File: src/rtl/core/ccs_pkg.sv
// Shared types and constants for the comment stripper.
package ccs_pkg;

  localparam logic [7:0] ChQuote     = 8'h22;
  localparam logic [7:0] ChBackslash = 8'h5C;
  localparam logic [7:0] ChNewline   = 8'h0A;
  localparam logic [7:0] ChSlash     = 8'h2F;
  localparam logic [7:0] ChStar      = 8'h2A;

  // Result queue depth; needs room for the two results one byte can cause.
  localparam int unsigned ResultDepthDefault = 4;

  typedef struct packed {
    logic [7:0] in_byte;
    logic       in_last;
  } in_item_t;

  typedef struct packed {
    logic [7:0] out_byte;
    logic       has_byte;
    logic       stream_end;
    logic       run_last;
  } out_item_t;

  typedef struct packed {
    logic line_comment_active;
    logic block_comment_active;
    logic string_active;
    logic escape_pending;
    logic slash_held;
    logic star_held;
  } scan_state_t;

endpackage

File: src/rtl/core/ccs_scan.sv
// Next-state and result logic for one input byte of the comment stripper.
module ccs_scan (
  input  ccs_pkg::scan_state_t state_i,
  input  logic                 strings_enable_i,
  input  ccs_pkg::in_item_t    item_i,
  output ccs_pkg::scan_state_t state_o,
  output logic [1:0]           num_o,
  output ccs_pkg::out_item_t   res0_o,
  output ccs_pkg::out_item_t   res1_o
);
  import ccs_pkg::*;

  logic        [7:0] c;
  logic              last;
  logic              taken;
  logic              slash_prev;
  logic              emit_c;
  logic              slash_end;
  logic        [1:0] cnt;
  scan_state_t       st;

  always_comb begin
    c          = item_i.in_byte;
    last       = item_i.in_last;
    st         = state_i;
    taken      = 1'b0;
    slash_prev = 1'b0;
    emit_c     = 1'b0;
    slash_end  = 1'b0;

    // Resolve the slash held from the previous byte.
    if (state_i.slash_held) begin
      st.slash_held = 1'b0;
      if (c == ChSlash) begin
        st.line_comment_active = 1'b1;
        taken = 1'b1;
      end else if (c == ChStar) begin
        st.block_comment_active = 1'b1;
        st.star_held = 1'b0;
        taken = 1'b1;
      end else begin
        slash_prev = 1'b1;
      end
    end

    if (!taken) begin
      if (strings_enable_i && c == ChQuote && !st.line_comment_active &&
          !st.block_comment_active && !st.string_active) begin
        st.string_active  = 1'b1;
        st.escape_pending = 1'b0;
        emit_c = 1'b1;
      end else if (strings_enable_i && st.string_active && c == ChQuote &&
                   !st.escape_pending) begin
        st.string_active = 1'b0;
        emit_c = 1'b1;
      end else if (strings_enable_i && st.string_active) begin
        st.escape_pending = (c == ChBackslash) ? !st.escape_pending : 1'b0;
        emit_c = 1'b1;
      end else if (st.line_comment_active) begin
        if (c == ChNewline) begin
          st.line_comment_active = 1'b0;
        end
      end else if (st.block_comment_active) begin
        if (st.star_held && c == ChSlash) begin
          st.block_comment_active = 1'b0;
          st.star_held = 1'b0;
        end else begin
          st.star_held = (c == ChStar);
        end
      end else if (!st.string_active && c == ChSlash) begin
        st.slash_held = 1'b1;
      end else begin
        emit_c = 1'b1;
      end
    end

    // A slash still waiting at end of stream is an ordinary byte.
    if (last && st.slash_held) begin
      slash_end = 1'b1;
    end

    cnt = 2'({1'b0, slash_prev} + {1'b0, emit_c} + {1'b0, slash_end});

    res0_o = '0;
    res1_o = '0;
    res0_o.has_byte = 1'b1;
    res1_o.has_byte = 1'b1;
    res0_o.out_byte = slash_prev ? ChSlash : (emit_c ? c : ChSlash);
    res1_o.out_byte = emit_c ? c : ChSlash;

    if (last && cnt == 2'd0) begin
      // empty end marker
      res0_o.has_byte = 1'b0;
      res0_o.out_byte = '0;
      cnt = 2'd1;
    end

    if (cnt == 2'd2) begin
      res1_o.run_last   = 1'b1;
      res1_o.stream_end = last;
    end else begin
      res0_o.run_last   = 1'b1;
      res0_o.stream_end = last;
    end

    num_o = cnt;
    state_o = last ? '0 : st;
  end

endmodule

File: src/rtl/core/ccs_result_fifo.sv
// Small result queue: takes up to two results per cycle, hands out one.
module ccs_result_fifo #(
  parameter int unsigned Depth = ccs_pkg::ResultDepthDefault
) (
  input  logic                                clk_i,
  input  logic                                rst_ni,
  input  logic [1:0]                          push_num_i,
  input  ccs_pkg::out_item_t                  push0_i,
  input  ccs_pkg::out_item_t                  push1_i,
  input  logic                                pop_i,
  output ccs_pkg::out_item_t                  head_o,
  output logic                                not_empty_o,
  output logic                                room2_o,
  output logic [$clog2(Depth+1)-1:0]          cnt_o
);
  import ccs_pkg::*;

  localparam int unsigned PtrW = (Depth > 1) ? $clog2(Depth) : 1;
  localparam int unsigned CntW = $clog2(Depth + 1);

  out_item_t        mem_q [Depth];
  logic [PtrW-1:0]  wr_q, wr_d, rd_q, rd_d, wr1;
  logic [CntW-1:0]  cnt_q, cnt_d;

  function automatic logic [PtrW-1:0] ptr_inc(input logic [PtrW-1:0] p);
    ptr_inc = (p == PtrW'(Depth - 1)) ? '0 : p + 1'b1;
  endfunction

  assign wr1 = ptr_inc(wr_q);

  always_comb begin
    unique case (push_num_i)
      2'd0:    wr_d = wr_q;
      2'd1:    wr_d = wr1;
      default: wr_d = ptr_inc(wr1);
    endcase
    rd_d  = pop_i ? ptr_inc(rd_q) : rd_q;
    cnt_d = cnt_q + CntW'(push_num_i) - CntW'(pop_i);
  end

  always_ff @(posedge clk_i) begin
    if (push_num_i != 2'd0) begin
      mem_q[wr_q] <= push0_i;
    end
    if (push_num_i == 2'd2) begin
      mem_q[wr1] <= push1_i;
    end
  end

  always_ff @(posedge clk_i or negedge rst_ni) begin
    if (!rst_ni) begin
      wr_q  <= '0;
      rd_q  <= '0;
      cnt_q <= '0;
    end else begin
      wr_q  <= wr_d;
      rd_q  <= rd_d;
      cnt_q <= cnt_d;
    end
  end

  assign head_o      = mem_q[rd_q];
  assign not_empty_o = (cnt_q != '0);
  assign room2_o     = (cnt_q <= CntW'(Depth - 2));
  assign cnt_o       = cnt_q;

endmodule

File: src/rtl/core/c_comment_stripper.sv
// Top level of the C/C++ comment stripper.
// Takes one source byte per cycle and passes on the bytes outside comments
// (and, with strings_enable set, keeps double-quoted strings intact). A byte
// is taken at every edge where in_valid_i is high and in_stall_o low; its
// results go into the result queue behind any earlier ones. Most bytes
// cause zero or one result, so with out_stall_i low the sustained rate is
// one byte per cycle; a held slash that does not open a comment gives two
// results. Results wait in a ResultDepth-entry queue, and in_stall_o rises
// while fewer than two entries are free. The last byte of a stream
// (in_last) always causes at least one result, marked stream_end, and
// returns the scanner state to idle. strings_enable is written through the
// cfg port, which is always ready; write it only while the block is idle.
module c_comment_stripper #(
  parameter int unsigned ResultDepth = ccs_pkg::ResultDepthDefault
) (
  input  logic               clk_i,
  input  logic               rst_ni,
  input  logic               in_valid_i,
  output logic               in_stall_o,
  input  ccs_pkg::in_item_t  in_data_i,
  output logic               out_valid_o,
  input  logic               out_stall_i,
  output ccs_pkg::out_item_t out_data_o,
  input  logic               cfg_valid_i,
  output logic               cfg_ready_o,
  input  logic               cfg_data_i
);
  import ccs_pkg::*;

  scan_state_t               state_q, state_d;
  logic                      strings_enable_q;
  logic [1:0]                scan_num, push_num;
  out_item_t                 res0, res1;
  logic                      in_acc, out_acc, room2;
  logic [$clog2(ResultDepth+1)-1:0] fifo_cnt;

  assign cfg_ready_o = 1'b1;
  assign in_stall_o  = ~room2;
  assign in_acc      = in_valid_i & ~in_stall_o;
  assign out_acc     = out_valid_o & ~out_stall_i;
  assign push_num    = in_acc ? scan_num : 2'd0;

  ccs_scan u_scan (
    .state_i          (state_q),
    .strings_enable_i (strings_enable_q),
    .item_i           (in_data_i),
    .state_o          (state_d),
    .num_o            (scan_num),
    .res0_o           (res0),
    .res1_o           (res1)
  );

  ccs_result_fifo #(
    .Depth (ResultDepth)
  ) u_fifo (
    .clk_i       (clk_i),
    .rst_ni      (rst_ni),
    .push_num_i  (push_num),
    .push0_i     (res0),
    .push1_i     (res1),
    .pop_i       (out_acc),
    .head_o      (out_data_o),
    .not_empty_o (out_valid_o),
    .room2_o     (room2),
    .cnt_o       (fifo_cnt)
  );

  always_ff @(posedge clk_i or negedge rst_ni) begin
    if (!rst_ni) begin
      state_q          <= '0;
      strings_enable_q <= 1'b1;
    end else begin
      if (in_acc) begin
        state_q <= state_d;
      end
      if (cfg_valid_i && cfg_ready_o) begin
        strings_enable_q <= cfg_data_i;
      end
    end
  end

`ifndef SYNTHESIS
  a_cnt_bound: assert property (@(posedge clk_i) disable iff (!rst_ni)
    fifo_cnt <= ($clog2(ResultDepth+1))'(ResultDepth))
    else $error("result queue overflow");

  a_last_clears: assert property (@(posedge clk_i) disable iff (!rst_ni)
    in_acc && in_data_i.in_last |=> state_q == '0)
    else $error("scanner state not idle after stream end");

  a_end_is_run_last: assert property (@(posedge clk_i) disable iff (!rst_ni)
    out_valid_o && out_data_o.stream_end |-> out_data_o.run_last)
    else $error("stream end transaction without run_last");

  a_marker_form: assert property (@(posedge clk_i) disable iff (!rst_ni)
    out_valid_o && !out_data_o.has_byte |->
      out_data_o.stream_end && out_data_o.out_byte == 8'h00)
    else $error("malformed empty end marker");
`endif

endmodule
File: config.mk
export PLATFORM = sky130hd
export DESIGN_NAME = c_comment_stripper
export DESIGN_NICKNAME = d
export VERILOG_FILES = /design/src/rtl/core/ccs_pkg.sv /design/src/rtl/core/ccs_scan.sv /design/src/rtl/core/ccs_result_fifo.sv /design/src/rtl/core/c_comment_stripper.sv
export SDC_FILE = /design/constraint.sdc
export NUM_CORES = 1
export LEC_CHECK = 0
export BUFFER_PORTS_ARGS = -buffer_cell sky130_fd_sc_hd__buf_2
export CORE_MARGIN = 2
export CORE_UTILIZATION = 60
export DETAILED_ROUTE_END_ITERATION = 6
export PLACE_DENSITY_LB_ADDON = 0.3
export SYNTH_ARGS = -nofsm -noshare
export SYNTH_HDL_FRONTEND = slang
export SYNTH_SLANG_ARGS = --single-unit
File: constraint.sdc
create_clock -name clk_i -period 4.29 [get_ports clk_i]
set_input_delay 0.6435 -clock clk_i [delete_from_list [all_inputs] [get_ports clk_i]]
set_output_delay 0.6435 -clock clk_i [all_outputs]
set_load 0.02 [all_outputs]
==> results.py, run 1 <==
metrics = {
    "timing": {
        "fin_crit_ps": 3676,
        "maxSlewViolCount": 0,
        "tns_ps": 0,
        "hold_ws_ps": 192.1,
        "setup_viol": 0,
        "rsz0062_at_grt": "no",
        "hold_violations": 0,
        "worstMarginPinSlew_ps": 1150,
        "relSlewSlack": 0.2334,
        "fin_crit_sh": 0.8570,
        "fin_ws_ps": 613.6,
        "fmax_mhz": 272.0,
        "skew_ps": 8.608,
    },
    "global_routing": {
        "grt_util_all_layers": 0.2600,
        "antenna_found_initial": 0,
        "grt.overflow.total": 0,
        "grt_pass1_wl_um": 12090,
        "grt_start_max_net_pins": 22,
        "grt_pass1_vias": 2370,
    },
    "worst_setup_path": {
        "cp-end-kind": "register",
        "crit_path_max_fanout": 10,
        "crit_type": "in -> reg",
        "crit_required_ps": 4240,
        "crit_arrival_ps": 3630,
        "worst_setup_path_start_kind": "input port",
    },
    "yosys": {
        "yosysTopAreaCell": "edfxtp_1",
        "synth_warnings": 0,
        "async_flop_share": 0.2414,
        "yosys_most_used_dff": "edfxtp_1",
        "syn-cell-area_um2": 3435,
        "seq_area_frac_synth": 0.4754,
        "netlist_top_cells_area": "edfxtp_1, dfrtp_1, mux4_2",
        "synth.top_cell.area_share": 0.3497,
        "ys_types": 65,
        "syn_nets": 329,
        "netlist_instances": 301,
        "synth.avg_cell_area_um2": 11.41,
        "yosys-top-cells-count": "edfxtp_1, o21ai_0, and3_1, inv_1, nand2_1",
        "synth_most_common_cell": "edfxtp_1",
        "ys_ff_latch": 58,
        "synth-edff-count": 40,
    },
    "power": {
        "vdd_ir_drop_max_mv": 0.3519,
        "power.density_nw_per_um2": 536.8,
        "p_leak_nw": 1.504,
    },
    "clocking": {
        "root_buffer": "clkbuf_8",
        "numCtsBuffers": 9,
        "h-tree-depth": 3,
        "cts_resized": 0,
        "cts.sinks": 58,
        "cts.path.max_buffers": 2,
        "worst_setup_hold_path_clk_slew_ps": 70,
        "postCtsSetupRepairBufs": 0,
        "cts_tree": "built",
        "clock_latency_ps": 340,
        "cts_hold_buffers": 0,
    },
    "place": {
        "hpwlAfterDp_um": 5503,
        "dpl_worst_slack_ps": 295.3,
        "numPortBuffers": 27,
        "gp_congestion": 0.9508,
    },
    "floorplan": {
        "die_y_um": 79.66,
        "core_um2": 5507,
        "die_w_um": 79.66,
        "io_pins": 29,
        "die-area_um2": 6346,
        "rows": 27,
        "start_util": 0.6237,
    },
    "detailed_routing": {
        "post_drt_wl_per_cell_um": 18.47,
        "drc_errors": 0,
        "vias_per_cell": 6.141,
        "first_pass_iters": 5,
        "ant_nets": 0,
        "drtIter0Drc": 194,
        "wl_um": 7590,
        "num_vias": 2524,
    },
    "cells_and_area": {
        "syn_to_final_growth_pct": 11.07,
        "nNetsFinal": 362,
        "num-fill-cells": 413,
        "drive_above_1_share": 0.2212,
        "num_antenna_cells": 0,
        "fin_util": 0.6928,
    },
    "run": {
        "maxCapViolCount": 0,
    },
    "min_path": {
        "worst_hold_path_type": "in -> async",
    },
    "outcome": {
        "status": "finished clean",
    },
}
-- worst max-delay path, stage by stage --
cell and delay (ps):
buf_2 140, or3b_1 570, nor3_1 310, and4b_1 260, fa_1 440, nor2b_1 250
nand2_1 120, a21oi_1 890
-- registers in the layout, summed over array words and instances (netlist names) --
signal / cells
u_fifo.rd_q: 2
state_q: 6
u_fifo.mem_q: 44
u_fifo.wr_q: 2
strings_enable_q: 1
u_fifo.cnt_o: 3
-- worst paths after layout --
kind	from	end	slack (ps)	depth (start not counted)
worst min register to register	u_fifo.mem_q[2][2]	u_fifo.mem_q[2][2]	470	2
min in group clk_i	u_fifo.mem_q[2][2]	u_fifo.mem_q[2][2]	470	2
max in group asynchronous	rst_ni	strings_enable_q	3800	1
worst max-delay path	in_data_i[7]	u_fifo.mem_q[3][1]	610	8
worst min-delay path	rst_ni	u_fifo.cnt_o[2]	190	1
worst max register to register	strings_enable_q	u_fifo.mem_q[3][1]	1060	7
-- routing by layer --
metal / track usage / wire (um)
met1: 0.3512 / 3290
met2: 0.4034 / 3645
met3: 0.05769 / 563
met4: 0.1155 / 91
met5: 0 / 0
-- logic make-up (layout without fill, tap and decap cells) --
family | count (synthesis) | count (layout) | synth area share
buf+inv | 32 | 70 | 0.04189
fa+ha+maj | 13 | 13 | 0.05173
other cells | 1 | 1 | 0.001092
mux | 14 | 14 | 0.08197
xor+xnor | 5 | 5 | 0.01494
simple gates | 100 | 100 | 0.1749
flops | 58 | 58 | 0.4754
compound gates | 78 | 78 | 0.1581
-- layout make-up --
type	count	area (um2)	share of cell area
inverter	17	63.81	0.01673
clock buffer	9	123.9	0.03247
clock inverter	7	36.28	0.009511
multi-input combinational	211	1658	0.4346
sequential	58	1633	0.4280
tap	72	90.09	0.02361
timing repair buffer	37	210.2	0.05510
-- report_power, final --
part           switching [mW]  internal (mW)
Sequential              0.112          0.719
Clock                   0.213          0.201
Combinational           0.456          0.347
-- per-stage QoR --
stage                     std cells  power (mW)  instance area [um2]
after global routing            411       2.171                 3815
after CTS                       411       2.054                 3815
after floorplan                 301       1.412                 3435
final                           411       2.048                 3815
after global placement          395       1.624                 3655
after detailed placement        395       1.646                 3655
-- placed cells by master, fill, tap and decap left out, types with 4 or more instances in the layout --
cell type  count
a31oi_1        7
nand3_1        4
buf_2         27
nor3_1         8
mux4_2        11
dfrtp_1       13
o21ai_0       18
and2_1         6
buf_4         10
a21o_1         4
or3_1          4
and3_1        17
nor2_1        14
a32o_1         4
o21bai_1      15
dfxtp_1        4
a21oi_1       11
inv_1         17
nor2b_1       10
nand2_1       17
ha_1          11
clkbuf_8       9
edfxtp_1      40
Note: power is estimated with default switching activity, not from simulation.
==> run 2, diff against run 1 <==
--- a/config.mk
+++ b/config.mk
@@ -5,9 +5,10 @@
 export SDC_FILE = /design/constraint.sdc
 export NUM_CORES = 1
 export LEC_CHECK = 0
-export BUFFER_PORTS_ARGS = -buffer_cell sky130_fd_sc_hd__buf_2
+export BUFFER_PORTS_ARGS = -buffer_cell sky130_fd_sc_hd__buf_4
 export CORE_MARGIN = 2
-export CORE_UTILIZATION = 60
+export CORE_UTILIZATION = 62
+export CTS_BUF_LIST = sky130_fd_sc_hd__clkbuf_8
 export DETAILED_ROUTE_END_ITERATION = 6
 export PLACE_DENSITY_LB_ADDON = 0.3
 export SYNTH_ARGS = -nofsm -noshare
==> run 2 against run 1 <==
Sequential cell count is the same. Combinational power grew 8.0%. Cell count grew 0.24%. Largest cell class unchanged. Critical path depth is the same. Routed wire length grew 7.2%. Largest power group is now combinational logic. Highest routed layer unchanged.
==> results.py, run 2 (same netlist as run 1, synthesis figures left out) <==
metrics = {
    "global_routing": {
        "use_met1": 0.3820,
        "antenna_found_initial": 0,
        "grt_busiest_layer": "met2",
        "grt.overflow.total": 0,
        "use_met2": 0.4595,
        "grt_util_all_layers": 0.2812,
        "grt_pass1_vias": 2419,
        "grt_start_max_net_pins": 22,
        "use_met3": 0.06207,
        "grt_pass1_wl_um": 12760,
    },
    "timing": {
        "setup_viol": 0,
        "fin_crit_sh": 0.8493,
        "skew_ps": 8.071,
        "worstMarginPinSlew_ps": 1154,
        "tns_ps": 0,
        "fmax_mhz": 274.5,
        "hold_ws_ps": 143.0,
        "fin_crit_ps": 3643,
        "maxSlewViolCount": 0,
        "rsz0062_at_grt": "no",
        "relSlewSlack": 0.2309,
        "fin_ws_ps": 646.7,
        "hold_violations": 0,
    },
    "clocking": {
        "cts.path.max_buffers": 2,
        "root_buffer": "clkbuf_8",
        "cts_resized": 0,
        "clock_latency_ps": 340,
        "h-tree-depth": 3,
        "cts_hold_buffers": 0,
        "worst_setup_hold_path_clk_slew_ps": 60,
        "cts_tree": "built",
        "numCtsBuffers": 9,
        "postCtsSetupRepairBufs": 0,
        "cts.sinks": 58,
    },
    "detailed_routing": {
        "vias_per_cell": 6.374,
        "drc_errors": 0,
        "drtIter0Drc": 309,
        "num_vias": 2626,
        "ant_nets": 0,
        "first_pass_iters": 5,
        "wl_um": 8133,
        "post_drt_wl_per_cell_um": 19.74,
    },
    "worst_setup_path": {
        "crit_required_ps": 4240,
        "crit_path_start": "in_data_i[7]",
        "worstSetupEndpoint": "u_fifo.mem_q[3][0]",
        "cp-end-kind": "register",
        "r2r_cells": 6,
        "crit_path_max_fanout": 10,
        "worst_setup_path_start_kind": "input port",
        "reg2reg_to": "u_fifo.mem_q[3][0]",
        "path_buf_inv": 1,
        "crit_type": "in -> reg",
        "max_stage_delay_ps": 890,
        "critPathTopFamily": "simple AND/OR/NAND/NOR gates",
        "cp_slowest_cell": "a21oi_1",
        "crit_chain": "buf_4 -> or3b_1 -> nor3_1 -> and4b_1 -> fa_1 -> nor2b_1 -> nand2_1 -> a21oi_1",
        "r2r_setup_slack_ps": 950,
        "crit_arrival_ps": 3590,
        "r2r-start": "state_q[3]",
        "path_depth": 8,
    },
    "floorplan": {
        "die-area_um2": 6151,
        "die_y_um": 78.43,
        "die_w_um": 78.43,
        "start_util": 0.6315,
        "core_um2": 5439,
        "io_pins": 29,
        "rows": 27,
    },
    "power": {
        "p_leak_nw": 1.551,
        "finalPower_mw": 2.146,
        "vdd_ir_drop_max_mv": 0.4380,
        "power.density_nw_per_um2": 549.9,
    },
    "cells_and_area": {
        "nNetsFinal": 363,
        "drive_above_1_share": 0.2235,
        "mostFrequentLayoutCell": "edfxtp_1",
        "mostFrequentLayoutCells": "edfxtp_1, buf_4, inv_1, o21ai_0",
        "num_antenna_cells": 0,
        "syn_to_final_growth_pct": 13.62,
        "largest_register_ff_count": 44,
        "fin_util": 0.7175,
        "regMostFlops": "u_fifo.mem_q",
    },
    "place": {
        "hpwlAfterDp_um": 5691,
        "gp_congestion": 0.9781,
        "numPortBuffers": 27,
        "dpl_worst_slack_ps": 359.2,
    },
    "outcome": {
        "status": "finished clean",
    },
    "run": {
        "maxCapViolCount": 0,
    },
    "min_path": {
        "worst_hold_path_type": "in -> async",
    },
}
==> run 2: cell type report <==
type	count	area (um2)
Multi-Input combinational cell	211	1658
Sequential cell	58	1633
Fill cell	381	1536
Timing Repair Buffer	38	285.3
Clock buffer	11	151.4
Tap cell	72	90.09
Inverter	17	63.81
Clock inverter	5	21.27
==> run 2: power breakdown <==
group          leakage (nW)  switching [mW]  internal [mW]  total (mW)
combinational         0.882           0.474          0.391       0.866
clock                0.0954           0.207          0.233       0.440
sequential            0.573           0.120          0.720       0.840
==> run 2: how the worst min path moves through the flow <==
stage                             startpoint                 end  cells after the start
final                                 rst_ni     u_fifo.cnt_o[2]                      1
after global routing                  rst_ni     u_fifo.cnt_o[2]                      1
after CTS                             rst_ni     u_fifo.cnt_o[2]                      1
after detailed placement     u_fifo.cnt_o[2]     u_fifo.cnt_o[2]                      1
after global placement    u_fifo.mem_q[0][2]  u_fifo.mem_q[0][2]                      2
after floorplan                       rst_ni          state_q[0]                      0
==> run 2: routing by layer <==
layer	share of wire	wire length, um	vias up
met5	0	0	-
met4	0.015	122	0
met3	0.090	730	12
met2	0.49	3972	162
met1	0.41	3307	1245
li1	-	-	1207
==> run 2: per-stage QoR <==
step                area, um2  cells
CTS                      3902    412
global placement         3730    396
finish                   3902    412
detailed placement       3730    396
floorplan                3435    301
global route             3902    412
==> run 2: worst reg2reg max path: cells and delay by family, from the launching register on <==
kind | cells | cell delay, ps
adder cells (fa/ha/maj) | 1 | 460
AND/OR/NAND/NOR | 4 | 1180
flip-flops | 1 | 430
AO/OA/AOI/OAI | 1 | 890
